<file path="src/rtl/delimiter_field_splitter_top_macros.svh">
// Assertion macros for the delimiter field splitter
`ifndef DELIMITER_FIELD_SPLITTER_TOP_MACROS_SVH
`define DELIMITER_FIELD_SPLITTER_TOP_MACROS_SVH

// Same-cycle implication, checked out of reset
`define DFS_ASSERT_NOW(name, clk, rst_n, ante, cons) \
    name: assert property (@(posedge clk) disable iff (!rst_n) (ante) |-> (cons)) \
        else $error("dfs check failed");

// Next-cycle implication, checked out of reset
`define DFS_ASSERT_NEXT(name, clk, rst_n, ante, cons) \
    name: assert property (@(posedge clk) disable iff (!rst_n) (ante) |=> (cons)) \
        else $error("dfs check failed");

`endif

</file>
<file path="src/rtl/dfs_pkg.sv">
package dfs_pkg;

    localparam int MAX_DELIM    = 8;
    localparam int CHAR_W       = 8;
    localparam int DELIM_CHARS_W = 64;
    localparam int LEN_REG_W    = 4;
    localparam int CNT_W        = $clog2(MAX_DELIM + 1);
    localparam int IDX_W        = $clog2(MAX_DELIM);
    localparam int CFG_IDX_W    = 2;

    // configuration register indexes
    typedef enum logic [CFG_IDX_W-1:0] {
        CFG_DELIM_CHARS = 2'd0,
        CFG_DELIM_LEN   = 2'd1,
        CFG_GROUP_MODE  = 2'd2
    } t_cfg_idx;

    typedef enum logic [2:0] {
        S_IDLE,
        S_SCAN,
        S_FLUSH,
        S_DONE
    } t_state;

    typedef struct packed {
        logic [CHAR_W-1:0] out_char;
        logic              has_char;
        logic              segment_end;
        logic              batch_last;
    } t_result;

endpackage

</file>
<file path="src/rtl/dfs_in_if.sv">
interface dfs_in_if;
    logic                      valid;
    logic                      ready;
    logic [dfs_pkg::CHAR_W-1:0] in_char;
    logic                      source_last;

    modport source (output valid, output in_char, output source_last, input ready);
    modport sink   (input valid, input in_char, input source_last, output ready);
endinterface

</file>
<file path="src/rtl/dfs_out_if.sv">
interface dfs_out_if;
    logic                      valid;
    logic                      ready;
    logic [dfs_pkg::CHAR_W-1:0] out_char;
    logic                      has_char;
    logic                      segment_end;
    logic                      batch_last;

    modport source (output valid, output out_char, output has_char, output segment_end,
                    output batch_last, input ready);
    modport sink   (input valid, input out_char, input has_char, input segment_end,
                    input batch_last, output ready);
endinterface

</file>
<file path="src/rtl/delimiter_field_splitter_top.sv">
// Channel  | Dir | Payload                                        | Transfer
// i_in     | in  | in_char[7:0], source_last                      | valid & ready
// o_out    | out | out_char[7:0], has_char, segment_end, batch_last | valid & ready
// i_cfg_*  | in  | i_cfg_idx[1:0], i_cfg_data[63:0]               | i_cfg_we
//
// An item is accepted, scanned, then retired with its last flag. Each released
// character takes its own scan step, except the release that empties the
// hold; end of source releases each held character in turn, then closes.
// The shared 8-way byte comparator is used once per scan cycle.
// Reset (synchronous, active low) restores registers to ',', length 1, no grouping.
// A stalled output holds the sequencer; input is taken only in the idle state.
`include "delimiter_field_splitter_top_macros.svh"

module delimiter_field_splitter_top (
    input  logic                                 i_clk,
    input  logic                                 i_rst_n,
    dfs_in_if.sink                               i_in,
    dfs_out_if.source                            o_out,
    input  logic                                 i_cfg_we,
    input  logic [dfs_pkg::CFG_IDX_W-1:0]        i_cfg_idx,
    input  logic [dfs_pkg::DELIM_CHARS_W-1:0]    i_cfg_data
);

    localparam int CW = dfs_pkg::CHAR_W;
    localparam int NW = dfs_pkg::CNT_W;
    localparam int MD = dfs_pkg::MAX_DELIM;

    // configuration registers
    logic [dfs_pkg::DELIM_CHARS_W-1:0] r_delim;
    logic [dfs_pkg::LEN_REG_W-1:0]     r_len;
    logic                              r_group;

    // held partial-match characters and control state
    logic [CW-1:0]    r_held [MD];
    logic [NW-1:0]    r_cnt, n_cnt;
    logic             r_after, n_after;
    logic             r_open, n_open;
    logic             r_last, n_last;
    dfs_pkg::t_state  r_state, n_state;

    // pending result (lastness not yet known) and output register
    logic             r_pend_v, n_pend_v;
    dfs_pkg::t_result r_pend, n_pend;
    logic             r_out_v, n_out_v;
    dfs_pkg::t_result r_out, n_out;

    logic             do_append, do_shift;
    logic [NW-1:0]    act_len;
    logic             prefix;
    logic             out_free, can_emit;
    logic             emit;
    dfs_pkg::t_result res;

    // configuration writes
    always_ff @(posedge i_clk) begin
        if (!i_rst_n) begin
            r_delim <= dfs_pkg::DELIM_CHARS_W'(44);
            r_len   <= dfs_pkg::LEN_REG_W'(1);
            r_group <= 1'b0;
        end else if (i_cfg_we) begin
            case (dfs_pkg::t_cfg_idx'(i_cfg_idx))
                dfs_pkg::CFG_DELIM_CHARS: r_delim <= i_cfg_data;
                dfs_pkg::CFG_DELIM_LEN:   r_len   <= i_cfg_data[dfs_pkg::LEN_REG_W-1:0];
                dfs_pkg::CFG_GROUP_MODE:  r_group <= i_cfg_data[0];
                default: ;
            endcase
        end
    end

    // clamp the delimiter length to 1..MAX_DELIM
    always_comb begin
        if (r_len == '0) begin
            act_len = NW'(1);
        end else if (r_len > dfs_pkg::LEN_REG_W'(MD)) begin
            act_len = NW'(MD);
        end else begin
            act_len = NW'(r_len);
        end
    end

    // shared comparator: held characters against the delimiter prefix
    always_comb begin
        prefix = (r_cnt <= act_len);
        for (int k = 0; k < MD; k++) begin
            if ((NW'(k) < r_cnt) && (r_held[k] != r_delim[CW*k +: CW])) begin
                prefix = 1'b0;
            end
        end
    end

    assign out_free = !r_out_v || o_out.ready;
    assign can_emit = !r_pend_v || out_free;

    // sequencer
    always_comb begin
        n_state   = r_state;
        n_cnt     = r_cnt;
        n_after   = r_after;
        n_open    = r_open;
        n_last    = r_last;
        do_append = 1'b0;
        do_shift  = 1'b0;
        emit      = 1'b0;
        res       = '0;
        n_pend_v  = r_pend_v;
        n_pend    = r_pend;
        n_out_v   = r_out_v && !o_out.ready;
        n_out     = r_out;

        case (r_state)
            dfs_pkg::S_IDLE: begin
                if (i_in.valid) begin
                    do_append = 1'b1;
                    n_cnt     = r_cnt + NW'(1);
                    n_last    = i_in.source_last;
                    n_state   = dfs_pkg::S_SCAN;
                end
            end
            dfs_pkg::S_SCAN: begin
                if (prefix && (r_cnt == act_len)) begin
                    // full delimiter match
                    if (!(r_after && r_group)) begin
                        if (can_emit) begin
                            emit    = 1'b1;
                            res.segment_end = 1'b1;
                            n_open  = 1'b0;
                            n_cnt   = '0;
                            n_after = r_group;
                            n_state = r_last ? dfs_pkg::S_FLUSH : dfs_pkg::S_DONE;
                        end
                    end else begin
                        n_cnt   = '0;
                        n_after = r_group;
                        n_state = r_last ? dfs_pkg::S_FLUSH : dfs_pkg::S_DONE;
                    end
                end else if (prefix) begin
                    n_state = r_last ? dfs_pkg::S_FLUSH : dfs_pkg::S_DONE;
                end else if (can_emit) begin
                    // failed partial match: release the oldest character
                    emit         = 1'b1;
                    res.out_char = r_held[0];
                    res.has_char = 1'b1;
                    do_shift     = 1'b1;
                    n_open       = 1'b1;
                    n_after      = 1'b0;
                    n_cnt        = r_cnt - NW'(1);
                    if (r_cnt == NW'(1)) begin
                        n_state = r_last ? dfs_pkg::S_FLUSH : dfs_pkg::S_DONE;
                    end
                end
            end
            dfs_pkg::S_FLUSH: begin
                // end of source: release everything, then close an open segment
                if (r_cnt != '0) begin
                    if (can_emit) begin
                        emit         = 1'b1;
                        res.out_char = r_held[0];
                        res.has_char = 1'b1;
                        do_shift     = 1'b1;
                        n_open       = 1'b1;
                        n_cnt        = r_cnt - NW'(1);
                    end
                end else if (!r_open || can_emit) begin
                    emit            = r_open;
                    res.segment_end = 1'b1;
                    n_open          = 1'b0;
                    n_after         = 1'b0;
                    n_state         = dfs_pkg::S_DONE;
                end
            end
            dfs_pkg::S_DONE: begin
                // retire the final result of this item with its last flag
                if (!r_pend_v) begin
                    n_state = dfs_pkg::S_IDLE;
                end else if (out_free) begin
                    n_out            = r_pend;
                    n_out.batch_last = 1'b1;
                    n_out_v          = 1'b1;
                    n_pend_v         = 1'b0;
                    n_state          = dfs_pkg::S_IDLE;
                end
            end
            default: begin
                n_state = dfs_pkg::S_IDLE;
            end
        endcase

        // a new result pushes the pending one into the output register
        if (emit) begin
            if (r_pend_v) begin
                n_out   = r_pend;
                n_out_v = 1'b1;
            end
            n_pend_v = 1'b1;
            n_pend   = res;
        end
    end

    assign i_in.ready = (r_state == dfs_pkg::S_IDLE);

    // control registers
    always_ff @(posedge i_clk) begin
        if (!i_rst_n) begin
            r_state  <= dfs_pkg::S_IDLE;
            r_cnt    <= '0;
            r_after  <= 1'b0;
            r_open   <= 1'b0;
            r_last   <= 1'b0;
            r_pend_v <= 1'b0;
            r_out_v  <= 1'b0;
        end else begin
            r_state  <= n_state;
            r_cnt    <= n_cnt;
            r_after  <= n_after;
            r_open   <= n_open;
            r_last   <= n_last;
            r_pend_v <= n_pend_v;
            r_out_v  <= n_out_v;
        end
    end

    // payload registers
    always_ff @(posedge i_clk) begin
        r_pend <= n_pend;
        r_out  <= n_out;
        if (do_append) begin
            r_held[r_cnt[dfs_pkg::IDX_W-1:0]] <= i_in.in_char;
        end else if (do_shift) begin
            for (int k = 0; k < MD - 1; k++) begin
                r_held[k] <= r_held[k+1];
            end
        end
    end

    assign o_out.valid       = r_out_v;
    assign o_out.out_char    = r_out.out_char;
    assign o_out.has_char    = r_out.has_char;
    assign o_out.segment_end = r_out.segment_end;
    assign o_out.batch_last  = r_out.batch_last;

    // no pending result survives past the end of an item
    `DFS_ASSERT_NOW(a_idle_no_pend, i_clk, i_rst_n, r_state == dfs_pkg::S_IDLE, !r_pend_v)
    // the scan step always has at least one held character
    `DFS_ASSERT_NOW(a_scan_nonempty, i_clk, i_rst_n, r_state == dfs_pkg::S_SCAN, r_cnt != '0)
    // retiring the pending result marks it as the last of its item
    `DFS_ASSERT_NEXT(a_done_last, i_clk, i_rst_n,
        r_state == dfs_pkg::S_DONE && r_pend_v && out_free, r_out_v && r_out.batch_last)

endmodule

</file>
<file path="src/flat_wrapper.sv">
// flat-port wrapper written by rule: the top's interface ports become plain ports
module delimiter_field_splitter_top_flat 
  (i_clk, i_rst_n, i_cfg_we, i_cfg_idx, i_cfg_data, i_in_valid, i_in_in_char, i_in_source_last, i_in_ready, o_out_valid, o_out_out_char, o_out_has_char, o_out_segment_end, o_out_batch_last, o_out_ready);
  dfs_in_if i_in_i ();
  dfs_out_if o_out_i ();
  input  logic i_clk;
  input  logic i_rst_n;
  input  logic i_cfg_we;
  input  logic [dfs_pkg::CFG_IDX_W-1:0] i_cfg_idx;
  input  logic [dfs_pkg::DELIM_CHARS_W-1:0] i_cfg_data;
  input wire logic [$bits(i_in_i.valid)-1:0] i_in_valid;
  input wire logic [$bits(i_in_i.in_char)-1:0] i_in_in_char;
  input wire logic [$bits(i_in_i.source_last)-1:0] i_in_source_last;
  output wire logic [$bits(i_in_i.ready)-1:0] i_in_ready;
  output wire logic [$bits(o_out_i.valid)-1:0] o_out_valid;
  output wire logic [$bits(o_out_i.out_char)-1:0] o_out_out_char;
  output wire logic [$bits(o_out_i.has_char)-1:0] o_out_has_char;
  output wire logic [$bits(o_out_i.segment_end)-1:0] o_out_segment_end;
  output wire logic [$bits(o_out_i.batch_last)-1:0] o_out_batch_last;
  input wire logic [$bits(o_out_i.ready)-1:0] o_out_ready;
  assign i_in_i.valid = i_in_valid;
  assign i_in_i.in_char = i_in_in_char;
  assign i_in_i.source_last = i_in_source_last;
  assign i_in_ready = i_in_i.ready;
  assign o_out_valid = o_out_i.valid;
  assign o_out_out_char = o_out_i.out_char;
  assign o_out_has_char = o_out_i.has_char;
  assign o_out_segment_end = o_out_i.segment_end;
  assign o_out_batch_last = o_out_i.batch_last;
  assign o_out_i.ready = o_out_ready;
  delimiter_field_splitter_top u_core (.i_clk(i_clk), .i_rst_n(i_rst_n), .i_in(i_in_i), .o_out(o_out_i), .i_cfg_we(i_cfg_we), .i_cfg_idx(i_cfg_idx), .i_cfg_data(i_cfg_data));
endmodule
</file>
<file path="config.mk">
export PLATFORM = sky130hd
export DESIGN_NAME = delimiter_field_splitter_top_flat
export DESIGN_NICKNAME = d
export VERILOG_FILES = /design/src/rtl/dfs_pkg.sv /design/src/rtl/dfs_in_if.sv /design/src/rtl/dfs_out_if.sv /design/src/rtl/delimiter_field_splitter_top.sv /design/src/flat_wrapper.sv
export VERILOG_INCLUDE_DIRS = /design/src /design/src/rtl
export SDC_FILE = /design/constraint.sdc
export NUM_CORES = 1
export LEC_CHECK = 0
export ABC_AREA = 1
export BUFFER_PORTS_ARGS = -buffer_cell sky130_fd_sc_hd__buf_2
export CAP_MARGIN = 20
export CORE_MARGIN = 5
export CORE_UTILIZATION = 45
export CTS_BUF_LIST = sky130_fd_sc_hd__clkbuf_16
export DETAILED_ROUTE_END_ITERATION = 6
export GPL_TIMING_DRIVEN = 0
export HOLD_SLACK_MARGIN = 0.1
export PLACE_DENSITY = 0.69
export SLEW_MARGIN = 10
export SYNTH_ARGS = -nofsm -noshare
export SYNTH_HDL_FRONTEND = slang
export SYNTH_SLANG_ARGS = --single-unit
</file>
<file path="constraint.sdc">
create_clock -name i_clk -period 7.3 [get_ports i_clk]
set_input_delay 1.825 -clock i_clk [delete_from_list [all_inputs] [get_ports i_clk]]
set_output_delay 1.825 -clock i_clk [all_outputs]
set_load 0.02 [all_outputs]
</file>
==> flow_summary.ini <==
[status]
status = completed

[worst_setup_path]
critPathKind = in -> reg
rrSetupSlack_ns = 4.14
required_ns = 7.66
startpoint_type = input port
critPathArrivalTime_ns = 4.45
end_kind = flop
cp_max_fo = 10

[layout]
final.fill_count = 1612
final_nets = 1139
drive_gt1_share_pct = 13.9
final_area_um2 = 9090
diodes = 0
area_growth_pct = 17.2

[power]
p_int_mw = 2.02
p_leak_nw = 4.00
power.density_nw_per_um2 = 344
clkPwrFrac_pct = 27.8
p_switching_mw = 1.11
ir_worst_vdd_uv = 220
switching_share_pct = 35.6
p_seq_share_pct = 42.7
combPwrFrac_pct = 29.5

[yosys]
yosys.area.top_type_share_pct = 32.9
synthTopCellsByCount = nand2_1 (202), nor2_1 (148), o21ai_0 (96)
synth.most_common_cell = nand2_1
synth_area_per_cell_um2 = 8.33
yosysTopAreaCell = edfxtp_1
synth-edff-count = 85
synthArstFlopShare_pct = 0
synth_area_um2 = 7760
synthTopCellsByArea = edfxtp_1 (33%), dfxtp_1 (21%), nand2_1 (9.8%)
ys_types = 33
synth_nets = 1022
seq_area_frac_synth_pct = 53.6
syn_inst = 931
yosys_warnings = 0
ys_ff_latch = 165
synth-main-ff-cell = edfxtp_1

[clocking]
cts_root_buf = clkbuf_16
cts_tree = yes
clock_sinks = 165
cts.repair.resized = 0
postCtsHoldBufs = 0
path_clk_slew_ns = 0.06
cts_buffers = 17
htree_levels = 4
post_cts_buffers = 0
cts_max_path_buffers = 2
clock_latency_ns = 0.44

[die]
die_h_um = 141
coreArea_um2 = 17100
rows = 48
initial_core_util_pct = 45.3
io_pins = 93
die_area_um2 = 20000
die_w_um = 141

[global_route]
grt_max_degree = 17
grt_pass1_wl_um = 32200
grt_pass1_vias = 6253
grt_util_all_layers_pct = 20.8
antenna_found_initial = 0
gr-total-overflow = 0

[routing]
drt_wl_total_um = 20300
drcViolationCount = 0
drtAntennaViolNets = 0
post_drt_wl_per_cell_um = 15.8
avgViaCountPerCell = 5.12
num_vias = 6589
drtIter0Drc = 584
drt_first_pass_iters = 5

[sta]
fmax_mhz = 245
tightest_slew_ns = 1.12
rsz0062_at_grt = no
relSlewSlack_pct = 25.1
fin_worst_skew_ns = 0.0117
fin_crit_sh_pct = 56.0
setup-tns-final_ns = 0
finalSetupViolCount = 0
slew_violations = 0
layout_min_cycle_time_ns = 4.09
hold_violations = 0

[job]
cap_violations = 0

[min_path]
min-delay-path-class = reg -> reg

[placement]
gp_congestion = 0.887
hpwl_um = 15300
portBuffers = 91
dpl-instance-area_um2 = 8510
-- power groups by stage --
stage	Clock [mW]	Sequential (mW)	Combinational [mW]
global placement	0	1.35	0.880
detailed placement	0	1.36	0.905
floorplan	0	1.32	0.660
CTS	0.881	1.34	0.912
finish	0.871	1.34	0.925
global route	0.920	1.36	1.04
-- layout make-up --
class / instances / area (µm²) / share of cell area (%)
Clock buffer: 17 / 425 / 4.68
Buffer: 36 / 161 / 1.77
Timing Repair Buffer: 98 / 490 / 5.39
Clock inverter: 15 / 140 / 1.54
Inverter: 86 / 325 / 3.58
Sequential cell: 165 / 4150 / 45.7
Tap cell: 225 / 282 / 3.10
Multi-Input combinational cell: 644 / 3120 / 34.3
-- layout by cell type, fill, tap and decap left out, types with 4 or more instances in the layout --
cell type and count:
a21oi_1 44, buf_1 5, buf_2 103, clkbuf_1 22
clkbuf_16 17, clkinv_2 4, dfxtp_1 80, edfxtp_1 85
ha_1 11, inv_1 85, nand2_1 202, nand3_1 69
nand4_1 6, nor2_1 148, o21ai_0 96, o31ai_1 4
xnor2_1 47
-- path summary, 6_finish.rpt --
kind,to,cells past startpoint,start
worst max-delay path,u_core.r_delim[17],6,i_cfg_idx[1]
worst min-delay path,u_core.r_delim[42],2,u_core.r_delim[42]
worst max register to register,u_core.r_held[4][5],17,u_core.r_cnt[1]
worst min register to register,u_core.r_delim[42],2,u_core.r_delim[42]
-- cells by family (layout without fill, tap and decap cells) --
kind of cell / Yosys count / in the layout / synth area share (%)
AOI/OAI and AO/OA: 147 / 147 / 9.68
xor gates and xnor gates: 47 / 47 / 5.31
adders and majority gates: 11 / 11 / 1.77
buffers and inverters: 122 / 252 / 6.28
DFF: 165 / 165 / 53.6
and+or+nand+nor: 439 / 439 / 23.4
-- registers in the layout, summed over array words and instances (netlist names), 2 cells and up, named ones only --
name / cells
u_core.r_len: 4
u_core.r_state: 2
u_core.r_cnt: 4
u_core.r_delim: 64
u_core.r_pend: 10
u_core.r_held: 64
-- routing by layer --
layer	track usage (%)	routed length [µm]	vias to the layer above
met5	0	0	-
met4	7.24	519	0
met3	4.15	1600	40
met2	34.3	9580	269
met1	27.5	8650	3008
li1	-	-	3272
-- critical path, stage by stage --
cell,delay (ns)
buf_2,0.12
nor3_1,0.88
clkinv_1,0.60
clkbuf_1,0.42
clkbuf_1,0.37
a21oi_1,0.22
-- through the flow --
stage / setup slack [ns] / hold WS, ns / util [%] / power (mW) / cells
floorplan: 3.56 / 0.444 / - / 1.98 / 931
global placement: 2.75 / 0.455 / 49.6 / 2.24 / 1247
detailed placement: 2.75 / 0.465 / 49.7 / 2.26 / 1251
CTS: 3.19 / 0.475 / 53.0 / 3.13 / 1283
global route: 3.13 / 0.495 / 53.1 / 3.32 / 1286
finish: 3.21 / 0.472 / 53.1 / 3.13 / 1286
(Power assumes the default switching activity.)
